$ cat src/rtl/assert_macros.svh
// Assertion macros shared by the table RTL.
`ifndef ASSERT_MACROS_SVH
`define ASSERT_MACROS_SVH

// cond holds at every clock edge out of reset
`define ASSERT_ALWAYS(lbl, clk, rst_n, cond) \
	lbl: assert property (@(posedge clk) disable iff (!rst_n) (cond)) \
		else $error("assertion failed");

// ante implies cons in the same cycle
`define ASSERT_IMPL(lbl, clk, rst_n, ante, cons) \
	lbl: assert property (@(posedge clk) disable iff (!rst_n) (ante) |-> (cons)) \
		else $error("assertion failed");

// ante implies cons in the next cycle
`define ASSERT_NEXT(lbl, clk, rst_n, ante, cons) \
	lbl: assert property (@(posedge clk) disable iff (!rst_n) (ante) |=> (cons)) \
		else $error("assertion failed");

`endif

$ cat src/rtl/ttps_pkg.sv
// Types, codes and score helpers for the transposition table.
`timescale 1ns / 1ps
`default_nettype none

package ttps_pkg;

	localparam int KEY_W = 64;
	localparam int MT_W = 15;
	localparam int DIGIT = 8;
	localparam int STEPS = KEY_W / DIGIT;

	localparam logic [MT_W-1:0] MATE_RESET = 15'd29936;

	localparam logic [1:0] FUNC_PROBE = 2'd0;
	localparam logic [1:0] FUNC_STORE = 2'd1;
	localparam logic [1:0] FUNC_CLEAR = 2'd2;

	localparam logic [1:0] BOUND_UPPER = 2'd0;
	localparam logic [1:0] BOUND_LOWER = 2'd1;
	localparam logic [1:0] BOUND_EXACT = 2'd2;

	typedef struct packed {
		logic [1:0]        func;
		logic [63:0]       key;
		logic [5:0]        ply;
		logic [5:0]        search_depth;
		logic signed [15:0] alpha;
		logic signed [15:0] beta;
		logic [24:0]       move_in;
		logic signed [15:0] score_in;
		logic [1:0]        bound_kind;
	} req_t;

	typedef struct packed {
		logic              key_found;
		logic [24:0]       move_out;
		logic              cutoff;
		logic signed [15:0] score_out;
		logic              was_empty;
		logic [31:0]       hit_total;
		logic [31:0]       new_write_total;
		logic [31:0]       overwrite_total;
	} rsp_t;

	typedef struct packed {
		logic [63:0]       key;
		logic [24:0]       move;
		logic [5:0]        depth;
		logic signed [15:0] score;
		logic [1:0]        bound;
	} entry_t;

	// Mate scores move away from zero by ply on store, back toward zero on probe.
	function automatic logic signed [15:0] mate_adjust(input logic signed [15:0] s,
			input logic [5:0] ply, input logic [MT_W-1:0] mt, input logic to_store);
		logic signed [17:0] v;
		logic signed [17:0] lim;
		logic signed [17:0] d;
		v = 18'(s);
		lim = $signed({3'b000, mt});
		d = $signed({12'b0, ply});
		if (v > lim) begin
			v = to_store ? v + d : v - d;
		end else if (v < -lim) begin
			v = to_store ? v - d : v + d;
		end
		if (v > 18'sd32767) begin
			return 16'sh7fff;
		end else if (v < -18'sd32768) begin
			return 16'sh8000;
		end
		return v[15:0];
	endfunction

endpackage

`default_nettype wire

$ cat src/rtl/ttps_front.sv
// Front end: takes a request, reduces the key to a slot index, pre-adjusts store scores.
`timescale 1ns / 1ps
`default_nettype none
`include "assert_macros.svh"

module ttps_front #(
	parameter int ENTRIES = 4096,
	localparam int IW = $clog2(ENTRIES)
) (
	input  logic                       clk,
	input  logic                       arst_n,
	input  logic [ttps_pkg::MT_W-1:0]  mt,
	input  logic                       push,
	input  ttps_pkg::req_t             req,
	output logic                       full,
	input  logic                       init_busy,
	input  logic                       q_full,
	output logic                       q_push,
	output ttps_pkg::req_t             q_cmd,
	output logic [IW-1:0]              q_idx
);

	localparam bit POW2 = (ENTRIES & (ENTRIES - 1)) == 0;
	localparam logic [IW:0] ENT = (IW + 1)'(ENTRIES);
	localparam logic [3:0] NSTEP = 4'(ttps_pkg::STEPS);

	logic                         busy_q;
	ttps_pkg::req_t               req_q;
	logic [ttps_pkg::KEY_W-1:0]   sh_q;
	logic [IW-1:0]                rem_q;
	logic [3:0]                   left_q;
	logic [IW-1:0]                rem_nx;
	logic [IW-1:0]                r;
	logic [IW:0]                  t;
	logic                         done;
	logic                         accept;

	assign full = busy_q || init_busy;
	assign accept = push && !full;
	assign done = busy_q && left_q == 4'd0;
	assign q_push = done && !q_full;
	assign q_idx = POW2 ? req_q.key[IW-1:0] : rem_q;

	// one byte of the key per cycle, MSB first, restoring reduction
	always_comb begin
		r = rem_q;
		t = '0;
		for (int i = 0; i < ttps_pkg::DIGIT; i++) begin
			t = {r, sh_q[ttps_pkg::KEY_W-1-i]};
			if (t >= ENT) begin
				t = t - ENT;
			end
			r = t[IW-1:0];
		end
		rem_nx = r;
	end

	always_comb begin
		q_cmd = req_q;
		q_cmd.score_in = ttps_pkg::mate_adjust(req_q.score_in, req_q.ply, mt, 1'b1);
	end

	always_ff @(posedge clk) begin
		if (accept) begin
			req_q <= req;
			sh_q <= req.key;
			rem_q <= '0;
		end else if (busy_q && left_q != 4'd0) begin
			sh_q <= sh_q << ttps_pkg::DIGIT;
			rem_q <= rem_nx;
		end
	end

	always_ff @(posedge clk or negedge arst_n) begin
		if (!arst_n) begin
			busy_q <= 1'b0;
			left_q <= 4'd0;
		end else begin
			if (accept) begin
				busy_q <= 1'b1;
				left_q <= POW2 ? 4'd0 : NSTEP;
			end else if (q_push) begin
				busy_q <= 1'b0;
			end else if (busy_q && left_q != 4'd0) begin
				left_q <= left_q - 4'd1;
			end
		end
	end

	`ASSERT_IMPL(a_idx_range, clk, arst_n, q_push, {1'b0, q_idx} < ENT)
	`ASSERT_IMPL(a_no_accept_busy, clk, arst_n, accept, !busy_q && !init_busy)

endmodule

`default_nettype wire

$ cat config.mk
export PLATFORM = sky130hd
export DESIGN_NAME = ttps_front
export DESIGN_NICKNAME = d
export VERILOG_FILES = /design/src/rtl/ttps_pkg.sv /design/src/rtl/ttps_front.sv
export VERILOG_INCLUDE_DIRS = /design/src /design/src/rtl
export SDC_FILE = /design/constraint.sdc
export NUM_CORES = 1
export LEC_CHECK = 0
export ABC_CLOCK_PERIOD_IN_PS = 16100
export BUFFER_PORTS_ARGS = -buffer_cell sky130_fd_sc_hd__buf_2
export CAP_MARGIN = 30
export CORE_AREA = 2 2 132 134
export CTS_CLUSTER_DIAMETER = 200
export DETAILED_ROUTE_END_ITERATION = 7
export DIE_AREA = 0 0 134 136
export GPL_TIMING_DRIVEN = 0
export PLACE_DENSITY = 0.8
export SLEW_MARGIN = 5
export SYNTH_ARGS = -nofsm -noshare
export SYNTH_HDL_FRONTEND = slang
export SYNTH_SLANG_ARGS = --single-unit
$ cat constraint.sdc
create_clock -name clk -period 16.1 [get_ports clk]
set_clock_uncertainty 0.15 [all_clocks]
set_input_delay 2.415 -clock clk [delete_from_list [all_inputs] [get_ports clk]]
set_output_delay 2.415 -clock clk [all_outputs]
set_load 0.005 [all_outputs]
# ---- Word level (Yosys, flattened, before mapping)
# Index checks and enable logic that the tools add are counted.
dict set report classes {
  add_sub_neg 4
  order_cmp 4
  eq_ne 1
  mux 12
  n_reduce_logical 12
}
# operator count
set ops {}
lappend ops {{16-bit two-way mux} 3}
lappend ops {{18-bit two-way mux} 2}
lappend ops {{18-bit by 16-bit greater-than comparator with 1-bit output, second input constant} 1}
lappend ops {{16-bit by 18-bit less-than comparator with 1-bit output} 1}
lappend ops {{18-bit by 16-bit less-than comparator with 1-bit output, second input constant} 1}
lappend ops {{15-bit negator with 18-bit output} 1}
lappend ops {{16-bit by 7-bit adder with 17-bit output} 1}
lappend ops {{16-bit by 7-bit subtractor with 17-bit output} 1}
lappend ops {{16-bit greater-than comparator} 1}
lappend ops {{4-bit two-way mux} 3}
lappend ops {{1-bit logical AND} 4}
lappend ops {{4-bit zero test} 1}
lappend ops {{1-bit two-way mux} 4}
lappend ops {{2-bit nonzero test} 2}
lappend ops {{4-bit nonzero test} 1}
lappend ops {{4-bit by 1-bit subtractor with 4-bit output, second input constant} 1}
lappend ops {{1-bit zero test} 2}
lappend ops {{2-bit by 1-bit inequality test with 1-bit output, second input constant} 1}
lappend ops {{2-bit AND reduction} 1}
lappend ops {{1-bit logical OR} 1}
dict set report totals {
  register_bits 158
  input_bits 173
  output_inout_bits 167
  elab_cells 44
}

# ---- Logic depth before layout (Yosys ltp)
dict set report depth {
  word_depth 8
  depth_mapped 19
  depth_no_buf 17
}

# ---- Worst setup path before layout
# No wires, ideal clock.
dict set report synth_path {
  path_type {input to output}
  start {input mt[1] (netlist bit)}
  end {output q_cmd[15] (netlist bit)}
  arrival_time_ns 6.393
  t_required_ns 13.535
  slack_ns 7.142
  stages 18
  path_buffers 1
  path_cell_list {inv_1 -> ha_1 -> nand4_1 -> or3_1 -> or3_1 -> or4_1 -> nor2_1 -> xnor2_1 -> ha_1 -> nand4_1 -> nor2_1 -> or4_1 -> o41ai_1 -> buf_2 -> nand2_1 -> o32ai_1 -> xnor2_1 -> o21ai_2}
}
# element line_no
set synth_rtl {}
lappend synth_rtl {{start: declaration} ttps_front.sv:12} ;# input logic [ttps_pkg::MT_W-1:0] mt,
lappend synth_rtl {{end: declaration} ttps_front.sv:19} ;# output ttps_pkg::req_t q_cmd,

==> metrics.md <==
| Metric | Value |
|---|---|
| Largest net degree at the start of global routing | `92` |
| Setup bufs post-CTS | `0` |
| Min cycle time layout | `9.976 ns` |
| Pwr dens | `107.0 nW/µm²` |
| Placed Instances | `1179` |
| Worst EP required | `13.54 ns` |
| Die height | `136 µm` |
| Area contributors post-synth | `edfxtp_1, buf_4, ha_1, xnor2_1, inv_1` |
| Root buf cell | `clkbuf_16` |
| DP Area | `10050 µm²` |
| Hold Path Origin | `left_q[1]` |
| Total negative slack | `0 ns` |
| First-pass GRT wire length | `29880 µm` |
| CP Max Fanout | `10` |
| GRT Overall Usage | `21.93%` |
| Non-filler cells, final | `1216` |
| Mapped Cells | `614` |
| RSZ-0062 raised after global routing | `false` |
| Post-cts sizing count | `0` |
| Synth warnings | `0` |
| Max-cap violation count | `0` |
| Clk_lat worst skew | `0.42 ns` |
| Synth Flop Type | `edfxtp_1` |
| R2R Path Start | `busy_q` |
| Worst Max-Slew Pin Slew | `0.7954 ns` |
| 1st-iter DRT viols | `340` |
| Period utilisation layout | `61.96%` |
| Status | `completed` |
| Initial Util | `47.62%` |
| Initial antenna violation count | `4` |
| Reg-to-reg slack, setup | `13.84 ns` |
| Mapped Nets | `835` |
| Crit Path Category | `primary input to primary output` |
| Synth top area share | `57.17%` |
| Syn-to-layout area delta | `32.52%` |
| Final setup fails | `0` |
| Max-slew violation count | `0` |
| Core Region | `16880 µm²` |
| Worst slew margin | `46.97%` |
| Grt met3 use | `8.650%` |
| Fin nets | `1194` |
| Number of CTS-inserted buffers | `17` |
| Routed len/inst | `16.39 µm` |
| Seq/Total Area, Yosys | `58.73%` |
| Static Leak | `4.814 nW` |
| M2 GR Usage | `39.86%` |
| Critical path endpoint category | `primary output` |
| # clock sinks | `158` |
| Total grt overflow | `0` |
| Maximum root-to-sink buffer count | `2` |
| Hold-critical path depth | `2` |
| Full die area | `18220 µm²` |
| Width of the die | `134 µm` |
| Number of synthesized register bits | `158` |
| Via density | `4.720` |
| Type of origin of the critical path | `primary input` |
| Final wirelength | `19930 µm` |
| Post-route ant nets | `0` |
| VDD IR-drop max | `98.56 µV` |
| Yosys cell types | `60` |
| Hold Vio Cnt, Final | `0` |
| Number of synthesized flops with an enable pin | `153` |
| Fmax | `100.2 MHz` |
| Row count | `48` |
| # IOs | `340` |
| Cell Area, Synth | `8036 µm²` |
| Largest area contributor in the netlist | `edfxtp_1` |
| Cells on worst reg2reg path | `4` |
| Final Cell Area | `10650 µm²` |
| Most used routing layer | `met2` |
| Post-detail-place hpwl | `16000 µm` |
| CTS tree | `built` |
| Avg Cell Area, Syn | `13.09 µm²` |
| Buffers on Ports | `339` |
| H-tree depth | `4` |
| TritonRoute pass-1 iters | `4` |
| # DRC | `0` |
| Critical path data arrival time | `7.41 ns` |
| Placer Congestion | `0.8750` |
| Hold Path Class | `flip-flop to flip-flop` |
| Hold_ws | `0.3911 ns` |
| Total number of vias | `5739` |
| CTS Hold Bufs | `0` |
| Ratio of cells with drive above 1 in the final layout | `55.68%` |
| RR Endpoint | `req_q[12]` |
| Hold Path End | `left_q[1]` |
| Vias in the first global route | `5833` |
| Synth async-reset ratio | `3.165%` |
| GR Util met1 | `23.03%` |
| Reg clk slew, reported paths | `0.07 ns` |
[worst max-delay path by stage]
| stage | from | to | slack (ns) | cells past startpoint |
|---|---|---|---|---|
| 6_report | mt[1] | q_cmd[14] | 6.12 | 21 |
| 5_1_grt | mt[3] | q_cmd[14] | 5.82 | 21 |
| 3_5_place_dp | mt[1] | q_cmd[14] | 6.16 | 21 |
| 2_1_floorplan | mt[1] | q_cmd[15] | 7.14 | 18 |
| 4_1_cts | mt[1] | q_cmd[14] | 6.15 | 21 |
| 3_3_place_gp | mt[1] | q_cmd[14] | 6.17 | 21 |
[sequential cells by signal, indices dropped and copies added, names as in the netlist]
name,count
q_cmd,137
req_q,16
left_q,4
busy_q,1
[final cells by class]
type	count	area [µm²]
Antenna cell	5	12.51
Buffer	154	1165
Clock buffer	17	425.4
Clock inverter	15	165.2
Fill cell	1309	6226
Inverter	35	136.4
Multi-Input combinational cell	267	2021
Sequential cell	158	4720
Tap cell	225	281.5
Timing Repair Buffer	340	1724
[logic make-up (layout without fill, tap and decap cells)]
logic type / count (synthesis) / count (layout) / share of synthesized area [%]
buffers and inverters: 189 / 561 / 16.13
flip-flops: 158 / 158 / 58.73
AND/OR/NAND/NOR: 107 / 107 / 7.427
AO/OA/AOI/OAI: 91 / 91 / 7.754
adder cells (fa/ha/maj): 48 / 48 / 7.660
XOR/XNOR: 20 / 20 / 2.180
multiplexers: 1 / 1 / 0.1246
other: 0 / 5 / 0
[power breakdown]
part	total (mW)	switching, mW	internal (mW)
Clock	0.394	0.186	0.209
Combinational	0.220	0.107	0.112
Sequential	0.525	0.0226	0.503
Total	1.14	0.315	0.824
[cell usage after synthesis, types with 3 or more instances]
| cell type | number |
|---|---|
| a21o_1 | 3 |
| o21ai_0 | 18 |
| dfrtp_1 | 5 |
| o21a_1 | 3 |
| nor2_1 | 17 |
| and2_1 | 3 |
| or2_2 | 4 |
| ha_1 | 46 |
| nand3_1 | 12 |
| xor2_1 | 3 |
| nor3_1 | 10 |
| a21oi_1 | 24 |
| o21ai_2 | 7 |
| edfxtp_1 | 153 |
| or4_1 | 3 |
| or3_1 | 6 |
| nand4_1 | 6 |
| o31ai_1 | 7 |
| or3_4 | 3 |
| nor2b_1 | 5 |
| o22ai_1 | 4 |
| buf_4 | 149 |
| nand2b_1 | 5 |
| xnor2_1 | 17 |
| nand2_1 | 21 |
| inv_1 | 35 |
[cells in the final DEF (no fill, tap or decap), types with 3 or more instances in the layout]
cell type / n
and2_1: 3
xor2_1: 3
ha_1: 46
nand4_1: 6
nand3_1: 12
nand2_1: 21
nor2_1: 17
inv_6: 3
inv_1: 34
clkinv_8: 3
nor2b_1: 5
a21o_1: 3
or4_1: 3
o21a_1: 3
a21oi_1: 24
o21ai_2: 7
diode_2: 5
xnor2_1: 17
buf_2: 340
inv_8: 6
nor3_1: 10
dfrtp_1: 5
o22ai_1: 4
or3_1: 6
nand2b_1: 5
edfxtp_1: 153
o31ai_1: 7
clkbuf_16: 17
buf_4: 149
or3_4: 3
clkinv_4: 3
or2_2: 4
o21ai_0: 18
[stage by stage]
step	utilization, %	power (mW)	setup slack [ns]
6_report	63.11	1.140	6.124
3_5_place_dp	59.53	0.7549	6.162
5_1_grt	63.09	1.191	5.816
2_1_floorplan	-	0.6649	7.142
4_1_cts	63.03	1.153	6.148
3_3_place_gp	59.34	0.7512	6.168
[per-layer routing]
layer,vias up,part of all wire [%]
met5,-,0
met4,0,2.0
met3,30,8.6
met2,203,54
met1,2700,35
li1,2806,-
[worst max-delay path: stages]
cell	delay [ns]
buf_2	0.11
inv_1	0.09
ha_1	0.23
nand4_1	0.16
or3_1	0.38
or3_1	0.38
or4_1	0.48
nor2_1	0.14
xnor2_1	0.13
ha_1	0.24
nand4_1	0.14
nor2_1	0.06
or4_1	0.47
o41ai_1	0.64
buf_2	0.36
nand3_1	0.20
o32ai_2	0.21
nand2b_4	0.13
buf_8	0.16
o31ai_1	0.09
buf_2	0.18
(Power assumes the default switching activity.)
