==> config.mk <==
export PLATFORM = sky130hd
export DESIGN_NAME = ttps_fifo
export DESIGN_NICKNAME = d
export VERILOG_FILES = /design/src/rtl/ttps_fifo.sv
export VERILOG_INCLUDE_DIRS = /design/src /design/src/rtl
export SDC_FILE = /design/constraint.sdc
export NUM_CORES = 1
export LEC_CHECK = 0
export BUFFER_PORTS_ARGS = -buffer_cell sky130_fd_sc_hd__buf_2
export CAP_MARGIN = 20
export CORE_MARGIN = 2
export CORE_UTILIZATION = 50
export DETAILED_ROUTE_END_ITERATION = 8
export PLACE_DENSITY = 0.83
export SYNTH_ARGS = -nofsm -noshare
export SYNTH_HDL_FRONTEND = slang
export SYNTH_SLANG_ARGS = --single-unit
==> constraint.sdc <==
create_clock -name clk -period 3.9 [get_ports clk]
set_input_delay 0.39 -clock clk [delete_from_list [all_inputs] [get_ports clk]]
set_output_delay 0.39 -clock clk [all_outputs]
set_load 0.02 [all_outputs]
==> src/rtl/assert_macros.svh <==
// Assertion macros shared by the table RTL.
`ifndef ASSERT_MACROS_SVH
`define ASSERT_MACROS_SVH

// cond holds at every clock edge out of reset
`define ASSERT_ALWAYS(lbl, clk, rst_n, cond) \
	lbl: assert property (@(posedge clk) disable iff (!rst_n) (cond)) \
		else $error("assertion failed");

// ante implies cons in the same cycle
`define ASSERT_IMPL(lbl, clk, rst_n, ante, cons) \
	lbl: assert property (@(posedge clk) disable iff (!rst_n) (ante) |-> (cons)) \
		else $error("assertion failed");

// ante implies cons in the next cycle
`define ASSERT_NEXT(lbl, clk, rst_n, ante, cons) \
	lbl: assert property (@(posedge clk) disable iff (!rst_n) (ante) |=> (cons)) \
		else $error("assertion failed");

`endif

==> src/rtl/ttps_fifo.sv <==
// Two-entry request queue between the front and back ends.
`timescale 1ns / 1ps
`default_nettype none
`include "assert_macros.svh"

module ttps_fifo #(
	parameter int W = 8
) (
	input  logic         clk,
	input  logic         arst_n,
	input  logic         wr_en,
	input  logic [W-1:0] wr_data,
	output logic         full,
	input  logic         rd_en,
	output logic [W-1:0] rd_data,
	output logic         empty
);

	logic [W-1:0] buf_q [2];
	logic         wr_ptr_q;
	logic         rd_ptr_q;
	logic [1:0]   count_q;
	logic         do_wr;
	logic         do_rd;

	assign full = count_q == 2'd2;
	assign empty = count_q == 2'd0;
	assign do_wr = wr_en && !full;
	assign do_rd = rd_en && !empty;
	assign rd_data = buf_q[rd_ptr_q];

	always_ff @(posedge clk) begin
		if (do_wr) begin
			buf_q[wr_ptr_q] <= wr_data;
		end
	end

	always_ff @(posedge clk or negedge arst_n) begin
		if (!arst_n) begin
			wr_ptr_q <= 1'b0;
			rd_ptr_q <= 1'b0;
			count_q <= 2'd0;
		end else begin
			if (do_wr) begin
				wr_ptr_q <= !wr_ptr_q;
			end
			if (do_rd) begin
				rd_ptr_q <= !rd_ptr_q;
			end
			if (do_wr && !do_rd) begin
				count_q <= count_q + 2'd1;
			end else if (do_rd && !do_wr) begin
				count_q <= count_q - 2'd1;
			end
		end
	end

	`ASSERT_ALWAYS(a_count_range, clk, arst_n, count_q <= 2'd2)
	`ASSERT_IMPL(a_ptr_track, clk, arst_n, count_q == 2'd0 || count_q == 2'd2, wr_ptr_q == rd_ptr_q)

endmodule

`default_nettype wire

# Word level (Yosys, flattened, before mapping)
# Memories as Yosys holds them, arrays and structs flattened.
# Cells that the tools add are included.
# word_totals
word_cells,23
mem_bits_rw,16
mem_count,1
out_inout_bits,10
rom_bits,0
reg_bits,4
latchBits,0
# mem_list
name,depth,width,read_ports,rd_clocked_by_memory_dff,wr,line_no,rtl
buf_q,2,8,1,0,1,ttps_fifo.sv:19,logic [W-1:0] buf_q [2];
# op_classes
mux,4
div_mod_pow,0
n_mul,0
reduce_logical,12
n_eq_ne,1
magnitude_cmp,0
shifts,0
n_bitwise,0
n_addsub,2
# ops
operator,count
logical NOT 1 bit,6
logical AND 1 bit,4
2-to-1 mux 2 bit,2
"adder 2 x 1 -> 2 bit, second input constant",1
"== test 2 bit, second input constant",1
logical NOT 2 bit,1
2-to-1 mux 1 bit,2
nonzero test 2 bit,1
"subtractor 2 x 1 -> 2 bit, second input constant",1

# Logic depth before layout (Yosys ltp)
# Gate-level depths: netlist of the first run.
# logic_depth
ltp_word,7
mapped_depth,7
depth_no_buf,7

# Worst setup path after synthesis of the first run
# OpenSTA, ideal clock, no wires.
# synth_timing
kind,reg-to-reg
start,register count_q[0]
end,memory buf_q[0][0] (enable)
synth_period_minus_slack_ps,1392
slack_ps,2508
arrival_ps,1022
required_time_ps,3530
stages_incl_launch_ff,4
cell_sequence,dfrtp_1 -> nand2b_1 -> nand2_2 -> nor2_1
# synth_between
elab_chain_len,5
# synth_lines
item,line_no,rtl
from (decl),ttps_fifo.sv:22,logic [1:0] count_q;
from (signal assigned),ttps_fifo.sv:51,count_q <= count_q + 2'd1;
from (signal assigned),ttps_fifo.sv:53,count_q <= count_q - 2'd1;
== test 2 bit,ttps_fifo.sv:26,assign full = count_q == 2'd2;
logical NOT 1 bit,ttps_fifo.sv:28,assign do_wr = wr_en && !full;
logical AND 1 bit,ttps_fifo.sv:28,
2-to-1 mux 1 bit,ttps_fifo.sv:33,if (do_wr) begin
2-to-1 mux 1 bit (implied by the code),ttps_fifo.sv:34,buf_q[wr_ptr_q] <= wr_data;
to (decl),ttps_fifo.sv:19,
# No other way between the ends.

# Final worst setup path of the first run
# layout_timing
start,register rd_ptr_q
end,output port rd_data[7]
# layout_between
elab_chain_len,1
# layout_lines
item,line_no,rtl
from (decl),ttps_fifo.sv:21,logic rd_ptr_q;
from (signal assigned),ttps_fifo.sv:48,rd_ptr_q <= !rd_ptr_q;
memory (2 x 8 bit),n/a,
to (decl),ttps_fifo.sv:15,"output logic [W-1:0] rd_data,"
# No other way between the ends.

==> results of run 1 <==
==> flip-flops by register name, summed over array words and instances, names as in the netlist <==
| signal | cells |
|---|---|
| wr_ptr_q | 1 |
| count_q | 2 |
| rd_ptr_q | 1 |
| buf_q | 16 |
==> per-stage QoR <==
step / util [%] / area, µm²
CTS: 64.8 / 965
detailed placement: 60.6 / 902
global route: 64.8 / 965
global placement: 60.6 / 902
finish: 64.8 / 965
floorplan: - / 782
==> cell type report <==
type,instances,area [µm²],share of cell area (%)
sequential,20,581,60.2
multi-input combinational,21,189,19.6
timing repair buffer,22,115,11.9
clock inverter,1,30.0,3.11
clock buffer,3,22.5,2.33
tap,16,20.0,2.08
inverter,2,7.51,0.778
==> routing by layer <==
| metal | global-route usage, % | part of all wire, % | wire, µm | up-vias |
|---|---|---|---|---|
| li1 | - | - | - | 207 |
| met1 | 15.7 | 43 | 489 | 202 |
| met2 | 22.9 | 49 | 563 | 16 |
| met3 | 2.50 | 4.8 | 55 | 4 |
| met4 | 10.9 | 3.0 | 34 | 0 |
| met5 | 0 | 0 | 0 | - |
==> cells in the final DEF (no fill, tap or decap) <==
master / Yosys / routed
nand2_2: 1 / 1
inv_1: 2 / 2
xnor2_1: 2 / 2
ha_1: 1 / 1
xor2_1: 2 / 2
nand2b_1: 1 / 1
dlygate4sd3_1: 0 / 1
and3_1: 1 / 1
nor2_1: 3 / 3
xnor2_2: 1 / 1
mux2_1: 6 / 6
bufinv_16: 0 / 1
clkbuf_4: 0 / 3
edfxtp_1: 16 / 16
buf_2: 1 / 21
mux2_2: 2 / 2
dfrtp_1: 4 / 4
o21ai_1: 1 / 1
==> where the power goes <==
part | switching, µW | internal [µW]
Combinational | 142 | 111
Sequential | 46.0 | 298
Clock | 64.6 | 104
Total | 252 | 513
==> worst max-delay path by stage <==
stage | startpoint | endpoint
floorplan | count_q[0] | buf_q[0][0]
global placement | count_q[0] | buf_q[0][7]
detailed placement | count_q[0] | buf_q[0][0]
CTS | rd_ptr_q | rd_data[7]
global route | rd_ptr_q | rd_data[7]
finish | rd_ptr_q | rd_data[7]
==> logic make-up (layout without fill, tap and decap cells) <==
logic type / after synthesis / in the layout / synth area share, %
compound gates: 1 / 1 / 0.639
xor+xnor: 5 / 5 / 6.56
fa+ha+maj: 1 / 1 / 1.60
buf+inv: 3 / 28 / 1.60
flops: 20 / 20 / 74.2
mux: 8 / 8 / 11.5
simple gates: 6 / 6 / 3.84
==> timing repair <==
action                                  in CTS  in global routing
endpoints found under the setup margin       0                  0
endpoints found under the hold margin        4                  0
buffers inserted                             0                  0
hold buffers                                 1                  0
==> worst max-delay path, stage by stage (launching register included) <==
cell and delay, ns:
dfrtp_1 0.59, mux2_2 0.38, buf_2 0.16
==> results.md, run 1 <==
- Top_reg_cell synth: edfxtp_1
- Top cell type's share of synthesized area: 61.4%
- CTS buffer count: 3
- Crit-path max FO: 9
- Final wirelength: 1140 µm
- CP required: 3.51 ns
- TritonCTS clock tree: built
- Total power: 765 µW
- Filler Cell Count: 112
- Hold path depth: 1
- Clk Tree Root Cell: clkbuf_4
- Die Height: 43.5 µm
- Slew Viols, Final: 0
- Die area: 0.00190 mm²
- # clock sinks: 20
- Part of the cycle the worst path needs: 46.6%
- Antenna violations before repair: 0
- Worst Setup Path Type: flop to primary output
- Critical Path Sink Type: primary output
- Clock Skews: 0.00738 ns
- H-tree lvl count: 1
- Worst Reg-to-Reg Cells: 3
- Status: finished clean
- # diodes: 0
- Hold slack: 0.266 ns
- Core area: 0.00149 mm²
- Post-synth ARST share: 20.0%
- Layout cells sized above 1: 42.0%
- Slew margin rel.: 59.4%
- Netlist cell types: 15
- Post-route DRC: 0
- Final setup margin: 2.08 ns
- Worst-Skew Late Latency: 0.31 ns
- Vias per cell: 5.05
- Die Wd: 43.5 µm
- First drt pass iteration count: 2
- Clock transition at path regs: 0.12 ns
- Gr usage total: 13.9%
- Nets: 83
- Gp weighted congestion: 0.654
- DR iter-0 viols: 1
- Placed wire-length estimate: 840 µm
- Peak supply drop: 0.369 mV
- Maxcap violations: 0
- Final Hold Fails: 0
- Via count of the first global-routing pass: 422
- Layout Cells excl Fill: 85
- Most numerous cell in the Yosys netlist: edfxtp_1
- Leakage Power: 0.000406 µW
- Num rows: 14
- Setup WS pre-CTS: 2.33 ns
- Synth-to-layout area growth: 23.4%
- Hold worst-path end: buf_q[1][7]
- Hold_sp: wr_data[7]
- Post-synthesis net count: 57
- Vias: 429
- Worst hold path class: input port to flop
- Slew at the pin closest to its max-slew limit: 0.606 ns
- Arrival time worst endpoint: 1.43 ns
- Synthesis Warnings: 0
- Register area share after synthesis: 74.2%
- Achievable Freq: 0.550 GHz
- Max Buffers Root-to-Sink: 2
- Top Ports: 22
- Post-cts repair resize count: 0
- Gate Count Post-Synth: 44
- RR Startpoint: count_q[0]
- Top post-synthesis cells by area: edfxtp_1, dfrtp_1, mux2_1, mux2_2, xnor2_1
- Final Critical Period: 1.82 ns
- Largest net degree at the start of global routing: 13
- Setup-failing EPs final: 0
- Synth Register Bits: 20
- Global-route wire length before repair: 1810 µm
- Synth cell count leaders: edfxtp_1, mux2_1, dfrtp_1, nor2_1
- Mapped Area: 782 µm²
- EDFF count, synth: 16
- Antenna-violating nets left: 0
- Total gr overflow: 0
- R2R setup slack: 2.35 ns
- Worst setup SP type: flop
- I/O Buffers: 21
- Inst Count DP: 80
- Unrepaired setup endpoints after global routing: no
- Average size of a mapped cell: 17.8 µm²
- R2r endpoint: buf_q[0][0]
- Initial Util: 52.5%
- Setup TNS Final: 0 ns
- Wire per inst: 13.4 µm
- Cell Pwr Density: 793 mW/mm²
- Synth area leader: edfxtp_1
(Power assumes the default switching activity.)
==> run 2: changes to the inputs <==
CORE_UTILIZATION = 44   (was 50)
PLACE_DENSITY = 0.78   (was 0.83)
clock period = 1.5 ns   (was 3.9 ns; I/O delays follow)
==> run 2 against run 1 <==
Combinational power rose to 3.3 times the previous value. Non-clock buffer count rose by 6. First-iteration DRC count shrank 100%. Clock-buffer cell count is the same. Sequential share of layout area decreased by 1.7 points. Sequential cell count unchanged. Critical endpoint is now rd_data[4].
==> results.md, run 2 (same netlist as run 1, synthesis figures left out) <==
- Leakage Power: 0.000428 µW (+5.4%)
- Synth-to-layout area growth: 27.2%
- Worst hold path class: input port to flop
- Global-route wire length before repair: 1680 µm (-6.9%)
- Cell depth of the worst setup path: 3 (+1)
- CP cell instances: buf_2 > mux2_1 > buf_2
- Largest net degree at the start of global routing: 12 (-1)
- Maxcap violations: 0 (unchanged)
- RR Startpoint: count_q[1]
- Placed wire-length estimate: 842 µm (+0.17%)
- Cell Pwr Density: 1950 mW/mm² (+150%)
- Layout cells sized above 1: 49.3% (+7.3 points)
- Gr usage total: 12.4% (-1.5 points)
- Post-route DRC: 0 (unchanged)
- Initial Util: 46.3% (-6.2 points)
- R2r endpoint: count_q[1]
- Peak supply drop: 1.16 mV (+210%)
- Via count of the first global-routing pass: 416 (-1.4%)
- Gp weighted congestion: 0.587 (-10%)
- Reg area: 582 µm² (+0.22%)
- Vias per cell: 4.93 (-2.2%)
- Antenna-violating nets left: 0 (unchanged)
- TritonCTS clock tree: built
- DR iter-0 viols: 0 (-1)
- Worst Reg-to-Reg Cells: 7 (+4)
- Final Hold Fails: 0 (unchanged)
- Nets: 89 (+7.2%)
- Core area: 0.00169 mm² (+13%)
- Clk Tree Root Cell: clkbuf_4
- Area of the multi-input gates: 200 µm² (+6.0%)
- Largest registers: buf_q (16), count_q (2)
- Status: finished clean
- Final Critical Period: 1.49 ns
- Critical Path Sink Type: primary output
- Buf/Inv on CP: 2 (+1)
- Clock transition at path regs: 0.10 ns (-0.02 ns)
- Clock Skews: 0.000839 ns (-0.00654 ns)
- Inst Count DP: 83 (+3.8%)
- Critical Path Slowest Stage Cell: dfrtp_2
- Kind of cell adding the most delay to the critical path: flip-flops
- Die Wd: 46.2 µm (+6.0%)
- Layout Cells excl Fill: 92 (+8.2%)
- Commonest non-fill, non-tap cell in the layout: buf_2
- Unrepaired setup endpoints after global routing: yes
- Critical path startpoint: rd_ptr_q
- CTS buffer count: 3 (unchanged)
- Critical Path Sink: rd_data[4]
- # clock sinks: 20 (unchanged)
- Crit-path max FO: 4 (-5)
- Total gr overflow: 0 (unchanged)
- Hold slack: 0.0400 ns (-0.226 ns)
- Vias: 454 (+5.8%)
- I/O Buffers: 21 (unchanged)
- Largest Register: buf_q
- Worst-Skew Late Latency: 0.29 ns (-0.02 ns)
- Max Buffers Root-to-Sink: 2 (unchanged)
- Achievable Freq: 0.672 GHz
- Worst Setup Path Type: flop to primary output
- Die area: 0.00213 mm² (+12%)
- H-tree lvl count: 1 (unchanged)
- Worst setup SP type: flop
- Slew Viols, Final: 0 (unchanged)
- First drt pass iteration count: 1 (-1)
- Most frequent cells in the layout: buf_2, edfxtp_1, mux2_1
- Wire per inst: 13.5 µm (+0.64%)
- Slew margin rel.: 73.4% (+14 points)
- Top Ports: 22 (unchanged)
- Die Height: 46.2 µm (+6.0%)
- Arrival time worst endpoint: 1.34 ns (-0.09 ns)
- Antenna violations before repair: 0 (unchanged)
- Filler Cell Count: 147 (+31%)
- Final wirelength: 1240 µm (+8.9%)
- Part of the cycle the worst path needs: 99.1%
- Num rows: 15 (+1)
- Most frequent cell on the critical path: buf_2
- # diodes: 0 (unchanged)
- CP required: 1.35 ns (-2.16 ns)
- Setup TNS Final: 0 ns (unchanged)
- Slew at the pin closest to its max-slew limit: 0.399 ns (-0.207 ns)
- Hold path depth: 1 (unchanged)
- Setup-failing EPs final: 0 (unchanged)
- Crit-path max cell delay: 0.41 ns (-0.18 ns)
- R2R setup slack: 0.12 ns (-2.23 ns)
- Max reg flops: 16 (unchanged)
run 2: layout make-up:
| cell class | count | area share (%) |
|---|---|---|
| Sequential cell | 20 | 58.5 |
| Inverter | 2 | 0.755 |
| Timing Repair Buffer | 28 | 15.8 |
| Clock inverter | 1 | 0.377 |
| Clock buffer | 3 | 2.26 |
| Multi-Input combinational cell | 21 | 20.1 |
| Tap cell | 17 | 2.14 |
run 2: worst min-delay path by stage:
| stage | start | end | slack [ns] |
|---|---|---|---|
| 6_report | wr_data[1] | buf_q[0][1] | 0.04 |
| 5_1_grt | wr_data[4] | buf_q[1][4] | 0.02 |
| 4_1_cts | wr_data[1] | buf_q[1][1] | 0.03 |
| 3_5_place_dp | arst_n | count_q[1] | -0.03 |
| 3_3_place_gp | arst_n | count_q[1] | -0.04 |
| 2_1_floorplan | arst_n | count_q[0] | -0.15 |
run 2: routing by layer:
layer / GRT usage [%] / part of all wire [%]
met4: 10.3 / 3.1
met2: 20.8 / 52
met5: 0 / 0
met3: 3.92 / 4.7
met1: 12.2 / 40
run 2: worst reg2reg max path, delay by kind of cell, from the launching register on:
kind                       cells  cell delay [ns]
and+or+nand+nor                3             0.29
xor gates and xnor gates       2             0.30
DFF                            1             0.47
adders and majority gates      1             0.20
buffers and inverters          1             0.05
run 2: power breakdown:
group	internal [µW]	switching, µW
clock	96.8	149
sequential	778	75.6
combinational	380	456
total	1250	680
run 2: metrics by stage:
stage	utilization (%)	setup WS (ns)	power, µW	area (µm²)
after floorplan	-	0.108	1380	782
after global placement	54.4	0.0417	1580	918
after detailed placement	54.4	0.0315	1600	918
after CTS	57.0	0.0106	1880	963
after global routing	58.9	-0.0277	2050	995
final	58.9	0.0129	1930	995
run 2: repair_timing:
item / CTS / global route
pin swaps: 0 / 1
endpoints found under the setup margin: 9 / 9
setup buffers: 1 / 3
endpoints found under the hold margin: 4 / 0
hold buffers: 1 / 0
gates resized for setup: 1 / 2
